### src/hdl/ed_pkg.sv
// ============================================================================
// ed_pkg
// Shared widths, limits and controller/datapath link types for the
// Euclidean distance engine.
// ============================================================================
package ed_pkg;

    localparam int ElemW     = 16;                 // Q8.8 element
    localparam int MagW      = 16;                 // |a - b| never exceeds 65535
    localparam int SqW       = 2 * MagW;           // Q16.16 square
    localparam int SumW      = 44;                 // running sum of squares
    localparam int DistW     = SumW / 2;           // floor sqrt width
    localparam int RootSteps = DistW;              // one root bit per step
    localparam int RemW      = DistW + 3;          // partial remainder
    localparam int StepW     = $clog2(RootSteps);

    localparam logic [SumW-1:0] SumMax = {SumW{1'b1}};

    // controller -> datapath
    typedef struct packed {
        logic accept;     // input item taken this cycle
        logic root_step;  // one square root iteration
        logic out_load;   // move finished result into output register
    } ed_cmd_t;

    // datapath -> controller
    typedef struct packed {
        logic fin;        // last item of a vector reached the accumulator
    } ed_sts_t;

endpackage

### src/hdl/ed_ctrl.sv
// ============================================================================
// ed_ctrl
// Sequencer: input gating, drain of the square pipeline, square root
// iteration count and output valid.
// ============================================================================
module ed_ctrl
(
    input  logic            clk,
    input  logic            rst_n,
    input  logic            in_valid,
    input  logic            last,
    input  logic            out_stall,
    input  ed_pkg::ed_sts_t sts,
    output logic            in_stall,
    output logic            out_valid,
    output ed_pkg::ed_cmd_t cmd
);

    typedef enum logic [1:0] {
        S_RUN,
        S_DRAIN,
        S_ROOT,
        S_LOAD
    } state_t;

    state_t                        state_reg;
    state_t                        state_next;
    logic [ed_pkg::StepW-1:0]      cnt_reg;
    logic [ed_pkg::StepW-1:0]      cnt_next;
    logic                          out_valid_reg;
    logic                          out_valid_next;

    assign in_stall  = (state_reg != S_RUN);
    assign out_valid = out_valid_reg;

    always_comb
    begin
        cmd.accept    = in_valid && (state_reg == S_RUN);
        cmd.root_step = (state_reg == S_ROOT);
        cmd.out_load  = (state_reg == S_LOAD) && (!out_valid_reg || !out_stall);
    end

    always_comb
    begin
        state_next     = state_reg;
        cnt_next       = cnt_reg;
        out_valid_next = out_valid_reg;

        if (out_valid_reg && !out_stall)
        begin
            out_valid_next = 1'b0;
        end

        case (state_reg)
            S_RUN:
            begin
                if (cmd.accept && last)
                begin
                    state_next = S_DRAIN;
                end
            end
            S_DRAIN:
            begin
                if (sts.fin)
                begin
                    state_next = S_ROOT;
                    cnt_next   = ed_pkg::StepW'(ed_pkg::RootSteps - 1);
                end
            end
            S_ROOT:
            begin
                if (cnt_reg == '0)
                begin
                    state_next = S_LOAD;
                end
                else
                begin
                    cnt_next = cnt_reg - 1'b1;
                end
            end
            S_LOAD:
            begin
                if (cmd.out_load)
                begin
                    out_valid_next = 1'b1;
                    state_next     = S_RUN;
                end
            end
            default:
            begin
                state_next = S_RUN;
            end
        endcase
    end

    always_ff @(posedge clk or negedge rst_n)
    begin
        if (!rst_n)
        begin
            state_reg     <= S_RUN;
            cnt_reg       <= '0;
            out_valid_reg <= 1'b0;
        end
        else
        begin
            state_reg     <= state_next;
            cnt_reg       <= cnt_next;
            out_valid_reg <= out_valid_next;
        end
    end

endmodule

### src/hdl/ed_dp.sv
// ============================================================================
// ed_dp
// Datapath: difference magnitude, square, saturating accumulate, and a
// bit-per-cycle restoring square root, plus the output register.
// ============================================================================
module ed_dp
(
    input  logic                             clk,
    input  logic                             rst_n,
    input  ed_pkg::ed_cmd_t                  cmd,
    input  logic signed [ed_pkg::ElemW-1:0]  elem_a,
    input  logic signed [ed_pkg::ElemW-1:0]  elem_b,
    input  logic                             last,
    output ed_pkg::ed_sts_t                  sts,
    output logic        [ed_pkg::DistW-1:0]  distance,
    output logic        [ed_pkg::SumW-1:0]   sum_squares
);

    // stage 1: |a - b|
    logic signed [ed_pkg::ElemW:0] diff;
    logic        [ed_pkg::ElemW:0] diff_abs;
    logic                          v1_reg;
    logic                          last1_reg;
    logic        [ed_pkg::MagW-1:0] mag_reg;

    // stage 2: square
    logic                          v2_reg;
    logic                          last2_reg;
    logic        [ed_pkg::SqW-1:0] sq_reg;

    // stage 3: accumulate
    logic [ed_pkg::SumW:0]         sum_ext;
    logic [ed_pkg::SumW-1:0]       sum_sat;
    logic [ed_pkg::SumW-1:0]       sum_reg;
    logic [ed_pkg::SumW-1:0]       hold_reg;

    // square root
    logic [ed_pkg::SumW-1:0]       rad_reg;
    logic [ed_pkg::RemW-1:0]       rem_reg;
    logic [ed_pkg::RemW-1:0]       rem_next;
    logic [ed_pkg::DistW-1:0]      root_reg;
    logic [ed_pkg::DistW-1:0]      root_next;
    logic [ed_pkg::RemW-1:0]       rem_sh;
    logic [ed_pkg::RemW-1:0]       trial;

    // output register
    logic [ed_pkg::DistW-1:0]      dist_out_reg;
    logic [ed_pkg::SumW-1:0]       sum_out_reg;

    assign diff     = {elem_a[ed_pkg::ElemW-1], elem_a} - {elem_b[ed_pkg::ElemW-1], elem_b};
    assign diff_abs = diff[ed_pkg::ElemW] ? (~diff + 1'b1) : diff;

    assign sum_ext = {1'b0, sum_reg} + (ed_pkg::SumW + 1)'(sq_reg);
    assign sum_sat = sum_ext[ed_pkg::SumW] ? ed_pkg::SumMax : sum_ext[ed_pkg::SumW-1:0];

    assign sts.fin = v2_reg && last2_reg;

    // one root bit per step, two radicand bits shifted in
    always_comb
    begin
        rem_sh = {rem_reg[ed_pkg::RemW-3:0], rad_reg[ed_pkg::SumW-1 -: 2]};
        trial  = ed_pkg::RemW'({root_reg, 2'b01});
        if (rem_sh >= trial)
        begin
            rem_next  = rem_sh - trial;
            root_next = {root_reg[ed_pkg::DistW-2:0], 1'b1};
        end
        else
        begin
            rem_next  = rem_sh;
            root_next = {root_reg[ed_pkg::DistW-2:0], 1'b0};
        end
    end

    always_ff @(posedge clk or negedge rst_n)
    begin
        if (!rst_n)
        begin
            v1_reg  <= 1'b0;
            v2_reg  <= 1'b0;
            sum_reg <= '0;
        end
        else
        begin
            v1_reg <= cmd.accept;
            v2_reg <= v1_reg;
            if (v2_reg)
            begin
                sum_reg <= last2_reg ? '0 : sum_sat;
            end
        end
    end

    always_ff @(posedge clk)
    begin
        if (cmd.accept)
        begin
            mag_reg   <= diff_abs[ed_pkg::MagW-1:0];
            last1_reg <= last;
        end
        if (v1_reg)
        begin
            sq_reg    <= mag_reg * mag_reg;
            last2_reg <= last1_reg;
        end
        if (sts.fin)
        begin
            hold_reg <= sum_sat;
            rad_reg  <= sum_sat;
            rem_reg  <= '0;
            root_reg <= '0;
        end
        else if (cmd.root_step)
        begin
            rad_reg  <= {rad_reg[ed_pkg::SumW-3:0], 2'b00};
            rem_reg  <= rem_next;
            root_reg <= root_next;
        end
        if (cmd.out_load)
        begin
            dist_out_reg <= root_reg;
            sum_out_reg  <= hold_reg;
        end
    end

    assign distance    = dist_out_reg;
    assign sum_squares = sum_out_reg;

endmodule

### src/hdl/euclidean_distance.sv
// ============================================================================
// euclidean_distance
// Streaming Euclidean distance / magnitude engine, signed Q8.8 elements.
// ============================================================================
// Usage:
//   Input channel (in_valid / in_stall): one element pair elem_a, elem_b per
//   item; last marks the final pair of a vector. Hold elem_b at zero to get
//   the magnitude of the elem_a vector.
//   Output channel (out_valid / out_stall): one item per vector, carrying
//   distance = floor(sqrt(sum)) in Q14.8 and sum_squares, the sum of squared
//   differences in Q28.16, saturated at 2^44 - 1.
// Throughput: items not marked last go in at one per cycle through a
//   three-stage difference / square / accumulate pipe. After a last item the
//   input stalls while the pipe drains, the square root runs one bit per
//   cycle and the result is loaded into the output register; this load
//   waits while the output register is still held by the previous result.
// Stall: the output register holds its item while out_stall is high; new
//   input items are still taken up to a last item, whose result then waits.
// Reset: clears the running sum, the pipe and the output valid.
// ============================================================================
module euclidean_distance
(
    input  logic                             clk,
    input  logic                             rst_n,
    input  logic                             in_valid,
    output logic                             in_stall,
    input  logic signed [ed_pkg::ElemW-1:0]  elem_a,
    input  logic signed [ed_pkg::ElemW-1:0]  elem_b,
    input  logic                             last,
    output logic                             out_valid,
    input  logic                             out_stall,
    output logic        [ed_pkg::DistW-1:0]  distance,
    output logic        [ed_pkg::SumW-1:0]   sum_squares
);

    ed_pkg::ed_cmd_t cmd;
    ed_pkg::ed_sts_t sts;

    // sequencer
    ed_ctrl u_ctrl
    (
        .clk       (clk),
        .rst_n     (rst_n),
        .in_valid  (in_valid),
        .last      (last),
        .out_stall (out_stall),
        .sts       (sts),
        .in_stall  (in_stall),
        .out_valid (out_valid),
        .cmd       (cmd)
    );

    // arithmetic
    ed_dp u_dp
    (
        .clk         (clk),
        .rst_n       (rst_n),
        .cmd         (cmd),
        .elem_a      (elem_a),
        .elem_b      (elem_b),
        .last        (last),
        .sts         (sts),
        .distance    (distance),
        .sum_squares (sum_squares)
    );

    // a vector end closes the input until its result is loaded
    a_last_closes: assert property (@(posedge clk) disable iff (!rst_n)
        (in_valid && !in_stall && last) |=> in_stall)
        else $error("input open after last item");

    // result is the floor square root of the sum
    a_root_low: assert property (@(posedge clk) disable iff (!rst_n)
        out_valid |-> ((46'(distance) * 46'(distance)) <= 46'(sum_squares)))
        else $error("distance too large");

    a_root_high: assert property (@(posedge clk) disable iff (!rst_n)
        out_valid |->
            (((46'(distance) + 46'd1) * (46'(distance) + 46'd1)) > 46'(sum_squares)))
        else $error("distance too small");

    // square root never runs while the accumulator still takes items
    a_no_fin_open: assert property (@(posedge clk) disable iff (!rst_n)
        sts.fin |-> in_stall)
        else $error("vector end while input open");

endmodule

### config.mk
export PLATFORM = sky130hd
export DESIGN_NAME = euclidean_distance
export DESIGN_NICKNAME = d
export VERILOG_FILES = /design/src/hdl/ed_pkg.sv /design/src/hdl/ed_ctrl.sv /design/src/hdl/ed_dp.sv /design/src/hdl/euclidean_distance.sv
export SDC_FILE = /design/constraint.sdc
export NUM_CORES = 1
export LEC_CHECK = 0
export ABC_AREA = 1
export BUFFER_PORTS_ARGS = -buffer_cell sky130_fd_sc_hd__buf_2
export CORE_MARGIN = 4
export CORE_UTILIZATION = 30
export CTS_CLUSTER_SIZE = 20
export DETAILED_ROUTE_END_ITERATION = 6
export SYNTH_ARGS = -nofsm -noshare
export SYNTH_HDL_FRONTEND = slang
export SYNTH_SLANG_ARGS = --single-unit
### constraint.sdc
create_clock -name clk -period 8.4 [get_ports clk]
set_input_delay 2.52 -clock clk [delete_from_list [all_inputs] [get_ports clk]]
set_output_delay 2.52 -clock clk [all_outputs]
set_load 0.01 [all_outputs]
==> results.sh <==
export IMPL_drc=0
export IMPL_synth_seq_cells=302
export IMPL_first_global_vias=18187
export IMPL_synth_area_leader_cell="edfxtp_1"
export IMPL_synth_edf_count=203
export IMPL_cp_cell_sequence="nand2_1, xor2_1, ha_1, inv_1, fa_1, inv_1, fa_1, fa_1, fa_1, inv_1, fa_1, inv_1, ha_1, nand2_1, nor2_1, inv_1, nor3_1, a21oi_1, o21ai_0, xor2_1"
export IMPL_cp_num_buf_inv=5
export IMPL_ys_flop_type="edfxtp_1"
export IMPL_core_um2=79000
export IMPL_detail_route_iter0_violations=1002
export IMPL_final_setup_tns_ps=0
export IMPL_gp_congestion=0.953
export IMPL_synth_area_um2=23900
export IMPL_path_class="reg2reg"
export IMPL_yosysWarnings=0
export IMPL_max_stage_delay_ps=860
export IMPL_synthesis_instances=2875
export IMPL_numClockSinks=302
export IMPL_synth_top_area_share_pct=25.5
export IMPL_status="completed"
export IMPL_drive_above_1_share_pct=8.40
export IMPL_crit_slowest_cell="edfxtp_1"
export IMPL_cp_start_kind="flip-flop"
export IMPL_final_common_cell="nand2_1"
export IMPL_port_buffers=104
export IMPL_syn_num_nets=3258
export IMPL_die_area_um2=84300
export IMPL_hpwl_um=46100
export IMPL_cts_root_buf="clkbuf_16"
export IMPL_mostFrequentLayoutCells="nand2_1, inv_1, edfxtp_1"
export IMPL_num_antenna_cells=0
export IMPL_worst_pin_slew_ps=886
export IMPL_drt_vias_per_instance=4.47
export IMPL_crit_arrival_ps=6410
export IMPL_crit_family="adder cells"
export IMPL_syn_avg_cell_area_um2=8.32
export IMPL_synth_cell_types=57
export IMPL_yosys_top_cells_area="edfxtp_1, fa_1, nand2_1, ha_1, inv_1"
export IMPL_grt_pass1_wl_um=95300
export IMPL_drv_slew=0
export IMPL_cts_tree="done"
export IMPL_gr_total_overflow=0
export IMPL_max_freq_ghz=0.162
export IMPL_hold_slack_ps=400
export IMPL_antenna_found_initial=0
export IMPL_ios=105
export IMPL_fin_crit_sh_pct=73.3
export IMPL_ir_drop_mv=0.0978
export IMPL_drv_cap=0
export IMPL_post_cts_resized=0
export IMPL_hold_class="reg2reg"
export IMPL_grt_max_degree=66
export IMPL_ant_nets=0
export IMPL_htree_levels=2
export IMPL_finalClockSkew_ps=27.3
export IMPL_slew_headroom_pct=41.0
export IMPL_cts_hold_buf=0
export IMPL_cp_required_ps=8650
export IMPL_leakagePower_nw=13.1
export IMPL_powerDensity_nw_per_um2=122
export IMPL_post_cts_buffers=0
export IMPL_rsz0062_at_grt="false"
export IMPL_start_util_pct=30.3
export IMPL_first_pass_iters=5
export IMPL_grtUsageTotal_pct=13.7
export IMPL_wl_per_cell_um=14.2
export IMPL_critPathMaxFanout=17
export IMPL_setup_viol_count_final=0
export IMPL_ys_async_sr_fraction_pct=17.9
export IMPL_routed_wl_um=57200
export IMPL_clock_latency_ps=540
export IMPL_dieHeight_um=290
export IMPL_clk_pin_slew_ps=70
export IMPL_vias=18063
export IMPL_period_needed_ps=6160
export IMPL_crit_path_end_kind="flip-flop"
export IMPL_finalHoldViolCount=0
export IMPL_area_growth_pct=11.7
export IMPL_finish_net_count=3344
export IMPL_dieWidth_um=290
export IMPL_ys_seq_area_share_pct=34.9
export IMPL_cts_made_buffers=35
export IMPL_core_rowCount=103
export IMPL_cts_buffer_depth=3
-- synthesized netlist by cell type (all sizes together) (3+ instances only) --
| library cell | number |
|---|---|
| dfxtp | 45 |
| o21bai | 6 |
| fa | 165 |
| nand2 | 774 |
| edfxtp | 203 |
| xnor2 | 35 |
| nand4 | 20 |
| nand3b | 3 |
| clkbuf | 53 |
| or2 | 8 |
| inv | 577 |
| a31oi | 12 |
| o21ai | 117 |
| nand3 | 141 |
| a21oi | 115 |
| ha | 181 |
| a21boi | 5 |
| and2 | 3 |
| nor4 | 7 |
| nor3 | 29 |
| nor2 | 201 |
| dfrtp | 54 |
| o21a | 7 |
| a21o | 6 |
| o22ai | 23 |
| buf | 12 |
| o211ai | 8 |
| xor2 | 57 |
-- power by group --
part                  switching [mW]  internal (mW)
Clock                          0.605          0.921
Combinational                 0.0941         0.0535
Sequential     0.0000000000000000272           1.58
-- metal layers --
| layer | part of all wire [%] | global-route usage (%) | vias up |
|---|---|---|---|
| met1 | 49 | 19.1 | 8414 |
| met5 | 0 | 0 | - |
| met3 | 4.0 | 1.59 | 73 |
| met2 | 45 | 22.4 | 367 |
| li1 | - | - | 9209 |
| met4 | 2.3 | 3.75 | 0 |
-- stage by stage --
| stage | total power [mW] | std cells | setup slack [ps] | cell area, um2 | utilization (%) |
|---|---|---|---|---|---|
| 6_report | 3.25 | 4037 | 2240 | 26700 | 33.8 |
| 5_1_grt | 3.40 | 4037 | 1880 | 26700 | 33.8 |
| 4_1_cts | 3.31 | 4037 | 2210 | 26700 | 33.8 |
| 3_5_place_dp | 1.76 | 3974 | 2250 | 25500 | 32.3 |
| 3_3_place_gp | 1.76 | 3974 | 2340 | 25500 | 32.3 |
| 2_1_floorplan | 1.72 | 2875 | 2230 | 23900 | - |
-- worst paths after layout --
path,cells past startpoint,from,to,slack [ps]
setup / recovery,20,u_dp.mag_reg[0]$_DFFE_PP_,u_dp.sq_reg[26]$_DFFE_PP_,2240
hold / removal,0,u_dp.hold_reg[29]$_DFFE_PP_,u_dp.sum_squares[29]$_DFFE_PP_,400
setup reg to reg,20,u_dp.mag_reg[0]$_DFFE_PP_,u_dp.sq_reg[26]$_DFFE_PP_,2240
hold reg to reg,0,u_dp.hold_reg[29]$_DFFE_PP_,u_dp.sum_squares[29]$_DFFE_PP_,400
max in group asynchronous,2,rst_n,u_ctrl.cnt_reg[0]$_DFFE_PN0P_,5690
min in group asynchronous,2,rst_n,u_dp.sum_reg[10]$_DFFE_PN0P_,2150
-- cell families (layout without fill, tap and decap cells) --
kind of cell / after synthesis / after routing / share of synthesized area, %
XOR/XNOR: 92 / 92 / 3.43
flip-flops: 302 / 302 / 34.9
adder cells (fa/ha/maj): 346 / 346 / 23.3
AND/OR/NAND/NOR: 1187 / 1187 / 20.9
buffers and inverters: 643 / 755 / 10.3
AO/OA/AOI/OAI: 305 / 305 / 7.22
-- area by class of cell --
cell class                 instances  area (um2)
fill                            8311       52300
multi-input combinational       1930       13100
tap                             1050        1310
timing repair buffer             114         596
clock inverter                    12         134
clock buffer                      51        1030
sequential                       302        8350
inverter                         578        2170
(Power assumes the default switching activity.)
